### config.mk
export PLATFORM = sky130hd
export DESIGN_NAME = dmx512_four_channel_receiver
export DESIGN_NICKNAME = d
export VERILOG_FILES = /design/src/rtl/dmx4rx_pkg.sv /design/src/rtl/dmx4rx_core.sv /design/src/rtl/dmx512_four_channel_receiver.sv
export SDC_FILE = /design/constraint.sdc
export NUM_CORES = 1
export LEC_CHECK = 0
export BUFFER_PORTS_ARGS = -buffer_cell sky130_fd_sc_hd__buf_4
export CAP_MARGIN = 20
export CORE_MARGIN = 2
export CORE_UTILIZATION = 34
export CTS_BUF_LIST = sky130_fd_sc_hd__clkbuf_2 sky130_fd_sc_hd__clkbuf_4 sky130_fd_sc_hd__clkbuf_8
export CTS_CLUSTER_DIAMETER = 120
export DETAILED_ROUTE_END_ITERATION = 10
export HOLD_SLACK_MARGIN = 0.06
export SLEW_MARGIN = 20
export SYNTH_ARGS = -nofsm -noshare
export SYNTH_HDL_FRONTEND = slang
export SYNTH_SLANG_ARGS = --single-unit
### constraint.sdc
create_clock -name i_clk -period 4.1 [get_ports i_clk]
set_input_delay 0.82 -clock i_clk [delete_from_list [all_inputs] [get_ports i_clk]]
set_output_delay 0.82 -clock i_clk [all_outputs]
set_load 0.01 [all_outputs]
### src/rtl/dmx4rx_pkg.sv
// Shared types and constants for the four-channel DMX512 receiver.
package dmx4rx_pkg;

    localparam int unsigned NUM_CH    = 4;
    localparam int unsigned SLOT_W    = 10;
    localparam int unsigned BYTE_W    = 8;
    localparam int unsigned CNT_W     = 2;
    localparam int unsigned CFG_IDX_W = 4;

    localparam logic [BYTE_W-1:0] DMX_NULL_SC        = 8'h00;
    localparam logic [SLOT_W-1:0] SLOT_MAX           = 10'd1023;
    localparam logic [CNT_W-1:0]  GOOD_FRAMES_NEEDED = 2'd3;

    typedef enum logic [1:0] {
        PH_WAIT_BREAK = 2'd0,
        PH_WAIT_START = 2'd1,
        PH_RECEIVING  = 2'd2
    } t_phase;

    typedef enum logic [CFG_IDX_W-1:0] {
        CFG_SLOT_A = 4'd0,
        CFG_SLOT_B = 4'd1,
        CFG_SLOT_C = 4'd2,
        CFG_SLOT_D = 4'd3
    } t_cfg_idx;

    typedef logic [NUM_CH-1:0][SLOT_W-1:0] t_slot_addr;

    typedef struct packed {
        logic              framing_error;
        logic              overrun_error;
        logic [BYTE_W-1:0] rx_byte;
    } t_item;

    typedef struct packed {
        logic                          overrun_seen;
        logic                          frames_valid;
        logic [NUM_CH-1:0][BYTE_W-1:0] levels;
    } t_result;

endpackage

### src/rtl/dmx4rx_core.sv
// Frame tracking state and slot capture for the DMX512 receiver.
module dmx4rx_core
    import dmx4rx_pkg::*;
(
    input  logic       i_clk,
    input  logic       i_rst_n,
    input  logic       i_step,
    input  t_item      i_item,
    input  t_slot_addr i_addr,
    output t_result    o_result
);

    t_phase                        r_phase, n_phase;
    logic [SLOT_W-1:0]             r_slot, n_slot;
    logic [CNT_W-1:0]              r_cnt, n_cnt;
    logic                          r_ready, n_ready;
    logic                          r_sticky, n_sticky;
    logic [NUM_CH-1:0][BYTE_W-1:0] r_levels, n_levels;
    logic [NUM_CH-1:0]             w_hit;
    logic                          w_end;
    logic                          w_start_ok;

    always_comb begin
        for (int ch = 0; ch < NUM_CH; ch++) begin
            w_hit[ch] = (r_slot == i_addr[ch]);
        end
    end

    assign w_end      = w_hit[NUM_CH-1];
    assign w_start_ok = (i_item.rx_byte == DMX_NULL_SC);

    always_comb begin
        n_phase = r_phase;
        if (i_item.overrun_error) begin
            n_phase = PH_WAIT_BREAK;
        end else if (i_item.framing_error) begin
            n_phase = PH_WAIT_START;
        end else begin
            unique case (r_phase)
                PH_WAIT_START: n_phase = w_start_ok ? PH_RECEIVING : PH_WAIT_BREAK;
                PH_RECEIVING: begin
                    if (w_end) n_phase = PH_WAIT_BREAK;
                end
                default: n_phase = r_phase;
            endcase
        end
    end

    always_comb begin
        n_slot   = r_slot;
        n_cnt    = r_cnt;
        n_ready  = r_ready;
        n_sticky = r_sticky;
        n_levels = r_levels;
        if (i_item.overrun_error) begin
            n_sticky = 1'b1;
            n_slot   = '0;
            n_cnt    = '0;
            n_ready  = 1'b0;
        end else if (i_item.framing_error) begin
            n_slot = '0;
        end else begin
            unique case (r_phase)
                PH_WAIT_START: begin
                    if (w_start_ok) begin
                        n_slot = SLOT_W'(1);
                    end else begin
                        n_cnt   = '0;
                        n_ready = 1'b0;
                    end
                end
                PH_RECEIVING: begin
                    for (int ch = 0; ch < NUM_CH; ch++) begin
                        if (w_hit[ch]) n_levels[ch] = i_item.rx_byte;
                    end
                    if (w_end) begin
                        if (r_cnt != GOOD_FRAMES_NEEDED) n_cnt = r_cnt + CNT_W'(1);
                        if (n_cnt == GOOD_FRAMES_NEEDED) n_ready = 1'b1;
                    end
                    if (r_slot != SLOT_MAX) n_slot = r_slot + SLOT_W'(1);
                end
                default: n_slot = r_slot;
            endcase
        end
    end

    always_ff @(posedge i_clk) begin
        if (!i_rst_n) begin
            r_phase  <= PH_WAIT_BREAK;
            r_slot   <= '0;
            r_cnt    <= '0;
            r_ready  <= 1'b0;
            r_sticky <= 1'b0;
            r_levels <= '0;
        end else if (i_step) begin
            r_phase  <= n_phase;
            r_slot   <= n_slot;
            r_cnt    <= n_cnt;
            r_ready  <= n_ready;
            r_sticky <= n_sticky;
            r_levels <= n_levels;
        end
    end

    assign o_result.levels       = n_levels;
    assign o_result.frames_valid = n_ready;
    assign o_result.overrun_seen = n_sticky;

endmodule

### src/rtl/dmx512_four_channel_receiver.sv
// Top level of the four-channel DMX512 receiver: beat registers, config and checks.
//
//  channel   direction  handshake                   payload
//  s_axis    in         s_axis_tvalid/tready        tdata: rx_byte; tuser: overrun, framing
//  m_axis    out        m_axis_tvalid/tready        tdata: levels a..d; tuser: ready, overrun
//  cfg       in         i_cfg_valid/o_cfg_ready     i_cfg_index, i_cfg_data
//
// One beat per cycle while the result register is not stalled; each result passes
// the input register, then update logic into the result register.
// Reset is synchronous and active low; it clears frame state and levels and
// loads slot addresses 1..4. A stalled result holds while one more input
// beat waits in the input register.
module dmx512_four_channel_receiver
    import dmx4rx_pkg::*;
(
    input  logic                    i_clk,
    input  logic                    i_rst_n,
    input  logic                    s_axis_tvalid,
    output logic                    s_axis_tready,
    input  logic [7:0]              s_axis_tdata,   // [7:0] rx_byte
    input  logic [1:0]              s_axis_tuser,   // [0] overrun_error, [1] framing_error
    output logic                    m_axis_tvalid,
    input  logic                    m_axis_tready,
    output logic [31:0]             m_axis_tdata,   // [7:0] a, [15:8] b, [23:16] c, [31:24] d
    output logic [1:0]              m_axis_tuser,   // [0] frames_valid, [1] overrun_seen
    input  logic                    i_cfg_valid,
    output logic                    o_cfg_ready,
    input  logic [CFG_IDX_W-1:0]    i_cfg_index,
    input  logic [SLOT_W-1:0]       i_cfg_data
);

    logic       r_in_valid;
    t_item      r_in_item;
    logic       r_out_valid;
    t_result    r_out_data;
    t_result    w_result;
    t_slot_addr r_addr;
    logic       w_adv;

    assign w_adv         = r_in_valid && (!r_out_valid || m_axis_tready);
    assign s_axis_tready = !r_in_valid || w_adv;
    assign o_cfg_ready   = 1'b1;

    always_ff @(posedge i_clk) begin
        if (!i_rst_n) begin
            r_in_valid <= 1'b0;
        end else if (s_axis_tready) begin
            r_in_valid <= s_axis_tvalid;
        end
    end

    always_ff @(posedge i_clk) begin
        if (s_axis_tready && s_axis_tvalid) begin
            r_in_item.rx_byte       <= s_axis_tdata;
            r_in_item.overrun_error <= s_axis_tuser[0];
            r_in_item.framing_error <= s_axis_tuser[1];
        end
    end

    always_ff @(posedge i_clk) begin
        if (!i_rst_n) begin
            r_out_valid <= 1'b0;
        end else if (w_adv) begin
            r_out_valid <= 1'b1;
        end else if (m_axis_tready) begin
            r_out_valid <= 1'b0;
        end
    end

    always_ff @(posedge i_clk) begin
        if (w_adv) begin
            r_out_data <= w_result;
        end
    end

    always_ff @(posedge i_clk) begin
        if (!i_rst_n) begin
            r_addr[0] <= SLOT_W'(1);
            r_addr[1] <= SLOT_W'(2);
            r_addr[2] <= SLOT_W'(3);
            r_addr[3] <= SLOT_W'(4);
        end else if (i_cfg_valid && o_cfg_ready) begin
            unique case (t_cfg_idx'(i_cfg_index))
                CFG_SLOT_A: r_addr[0] <= i_cfg_data;
                CFG_SLOT_B: r_addr[1] <= i_cfg_data;
                CFG_SLOT_C: r_addr[2] <= i_cfg_data;
                CFG_SLOT_D: r_addr[3] <= i_cfg_data;
                default:    r_addr    <= r_addr;
            endcase
        end
    end

    dmx4rx_core u_core (
        .i_clk    (i_clk),
        .i_rst_n  (i_rst_n),
        .i_step   (w_adv),
        .i_item   (r_in_item),
        .i_addr   (r_addr),
        .o_result (w_result)
    );

    assign m_axis_tvalid   = r_out_valid;
    assign m_axis_tdata    = r_out_data.levels;
    assign m_axis_tuser[0] = r_out_data.frames_valid;
    assign m_axis_tuser[1] = r_out_data.overrun_seen;

    a_in_hold: assert property (@(posedge i_clk) disable iff (!i_rst_n)
        r_in_valid && !w_adv |=> r_in_valid)
        else $error("input beat dropped while result stalled");

    a_out_hold: assert property (@(posedge i_clk) disable iff (!i_rst_n)
        r_out_valid && !m_axis_tready |=> r_out_valid && $stable(r_out_data))
        else $error("result lost or changed while stalled");

    a_overrun_clear: assert property (@(posedge i_clk) disable iff (!i_rst_n)
        w_adv && r_in_item.overrun_error |=> r_out_data.overrun_seen && !r_out_data.frames_valid)
        else $error("overrun did not set sticky flag and clear ready");

    a_sticky: assert property (@(posedge i_clk) disable iff (!i_rst_n)
        w_adv && r_out_valid && r_out_data.overrun_seen |=> r_out_data.overrun_seen)
        else $error("sticky overrun flag cleared");

endmodule
==> summary.txt <==
Final layout
  – Most frequent cells in the layout: 90 x dfxtp_1, 68 x buf_4, 58 x nor2_1
  – Nets: 636
  – Post-Layout Cell Count: 842
  – Layout cell share with drive strength beyond 1: 24.5%
  – Most common cell after layout, fill and taps aside: dfxtp_1
  – Synth-to-Final Area Change: 17.1%
  – Post-layout util: 40.7%
  – Number of diodes: 0

Power
  – VDD IR max: 181 uV
  – Power Dens Cells: 376 nW/um2
  – Pleak: 2.55 nW

Timing
  – RSZ-0062 raised after global routing: no
  – Final setup fails: 0
  – Worst Clk Skew: 0.00760 ns
  – Max_slew headroom: 43.1%
  – Setup TNS: 0 ns
  – Slew at the pin closest to its max-slew limit: 0.849 ns
  – Final worst-path cycle share: 63.6%
  – Max Clk Rate: 0.384 GHz
  – Final Hold Fails: 0
  – Final Max Slew Viols: 0
  – Period minus WS final: 2.61 ns

Routing
  – DRC: 0
  – Final ANT Viol Nets: 0
  – Iter 0 DRT Violations: 320
  – Detailed Routing Iterations Pass 1: 5
  – Routed vias: 4216
  – Routed WL: 13500 um
  – Vias per cell: 5.01
  – DR WL/cell: 16.0 um

Global route
  – Total gr overflow: 0
  – Initial antenna violation count: 0
  – Vias in the first global route: 4078
  – Total track usage: 15.2%
  – Largest net degree at the start of global routing: 64
  – Global-route wire length before repair: 21600 um

Critical path
  – Max FO, Critical Path: 8
  – CP Capture Type: flip-flop
  – CP Cell Sequence: inv_1 -> ha_1 -> nor3b_4 -> nand4_1 -> nor3_4 -> mux2_2
  – Critical path launch point type: flip-flop
  – Worst Path Required: 4.30 ns
  – Critical Path Slowest Stage Cell: nor3_4
  – Critical path type: flip-flop to flip-flop
  – Max incr delay on CP: 0.54 ns
  – Worst EP arrival: 2.80 ns

Clock network
  – CTS root buffer: clkbuf_8
  – CTS tree: done
  – Postcts setup bufs: 0
  – Worst-skew pair later-pin latency: 0.45 ns
  – Cts hold-fix bufs: 0
  – Total CTS buffers: 17
  – CTS resizes: 0
  – Clock transition at path regs: 0.08 ns
  – Clk sinks: 134
  – Max Buffers Root-to-Sink: 2
  – Htree depth: 4

Floorplan
  – # rows: 48
  – IO Pins: 66
  – Die width: 137 um
  – Die Y: 137 um
  – Core Area: 17300 um2
  – Die area: 18800 um2
  – Initial core utilization: 34.8%

Placement
  – Post-DP HPWL: 9340 um
  – RePlAce Congestion: 0.831
  – Placed Cells: 809
  – IO buf count: 64

Synthesis
  – Post-synth top area cell: dfxtp_1
  – Mapped Nets: 592
  – Post-synthesis instance area: 6020 um2
  – Yosys cell types: 51
  – Synth Flop Type: dfxtp_1
  – Register area share after synthesis: 51.9%
  – Ranking of synthesized cells by area: dfxtp_1 30%, edfxtp_1 22%, mux2i_1 8.0%
  – Ys Warns: 0
  – Synthesized flop and latch total: 134
  – Number of synthesized flops with an enable pin: 44
  – Share of the synthesized area in the top cell type: 30.0%
  – Avg Cell Area, Syn: 10.7 um2
  – Fraction of registers with async set/reset: 0%
  – Post-Syn Instances: 560

Hold path
  – Worst Hold Class: flip-flop to flip-flop

Flow run
  – MaxCap Viol Count: 0

Run status
  – Outcome: finished clean
-- cell type report --
class                      instances  area, um2
clock buffer                      18        241
clock inverter                    14        151
fill                            1719      10300
inverter                           5       18.8
multi-input combinational        377       2690
sequential                       134       3120
tap                              225        282
timing repair buffer              69        538
-- synth_stat cells, types with 2 or more instances --
library cell	count
inv_1	5
buf_1	4
dfxtp_1	90
nor3_4	2
and4_1	2
nor3_2	2
clkbuf_1	16
or2_2	2
nand2b_1	2
nand2_1	41
nor2b_1	2
nand3_1	34
edfxtp_1	44
buf_2	20
ha_1	3
nor3b_1	2
nand4_1	16
nand3b_1	2
o21ai_0	20
xnor2_1	39
o31ai_1	3
and2_1	5
a21oi_1	11
o21a_1	3
or4_1	3
mux2i_1	48
buf_4	2
nor4_4	5
o41ai_1	4
a31oi_1	4
o311ai_0	5
nor3_1	2
nor2_1	58
a211oi_1	3
mux2_2	32
o21ai_1	8
nand4b_1	2
-- critical path, delay by kind of cell (launching register included) --
family	cells	cell delay, ns
multiplexers	1	0.40
flip-flops	1	0.32
adder cells (fa/ha/maj)	1	0.28
AND/OR/NAND/NOR	3	1.28
buffers and inverters	1	0.07
-- logic make-up (layout without fill, tap and decap cells) --
logic type | Yosys count | count (layout) | synth area share, %
other | 1 | 1 | 0.0623
DFF | 134 | 134 | 51.9
and+or+nand+nor | 186 | 186 | 16.8
AOI/OAI and AO/OA | 67 | 67 | 6.93
muxes | 80 | 80 | 14.0
adders and majority gates | 3 | 3 | 0.624
xor gates and xnor gates | 40 | 40 | 5.95
buffers and inverters | 49 | 106 | 3.74
-- final timing paths --
path	start	endpoint	slack, ns	cells past startpoint
setup / recovery	u_core.r_phase[0]	m_axis_tdata[14]	1.49	6
hold / removal	u_core.r_levels[16]	u_core.r_levels[16]	0.45	2
setup reg to reg	u_core.r_phase[0]	m_axis_tdata[14]	1.49	6
hold reg to reg	u_core.r_levels[16]	u_core.r_levels[16]	0.45	2
-- registers in the layout, summed over array words and instances, names as in the netlist --
name,flops
r_addr,40
m_axis_tdata,32
u_core.r_levels,32
r_in_item,10
u_core.r_slot,10
m_axis_tuser,2
u_core.r_cnt,2
u_core.r_phase,2
m_axis_tvalid,1
r_in_valid,1
u_core.r_ready,1
u_core.r_sticky,1
-- per-stage QoR --
stage / hold slack [ns] / setup slack [ns] / total power [mW] / area [um2]
after detailed placement: 0.447 / 1.32 / 1.59 / 6620
after global routing: 0.478 / 1.33 / 2.75 / 7040
after global placement: 0.441 / 1.37 / 1.59 / 6610
final: 0.455 / 1.49 / 2.65 / 7040
after floorplan: 0.429 / 1.22 / 1.52 / 6020
after CTS: 0.458 / 1.52 / 2.68 / 7010
-- routing by layer --
layer,wire length [um],up-vias,track usage [%]
met2,6560,125,24.7
met3,744,17,3.33
met1,5870,1996,19.2
met5,0,-,0
met4,282,0,7.10
li1,-,2078,-
-- where the power goes --
part | leakage (nW) | switching, mW | total, mW | internal (mW)
Combinational | 1.20 | 0.0822 | 0.141 | 0.0591
Sequential | 1.15 | 0.0289 | 1.42 | 1.39
Clock | 0.191 | 0.532 | 1.08 | 0.552
Note: power is estimated with default switching activity, not from simulation.
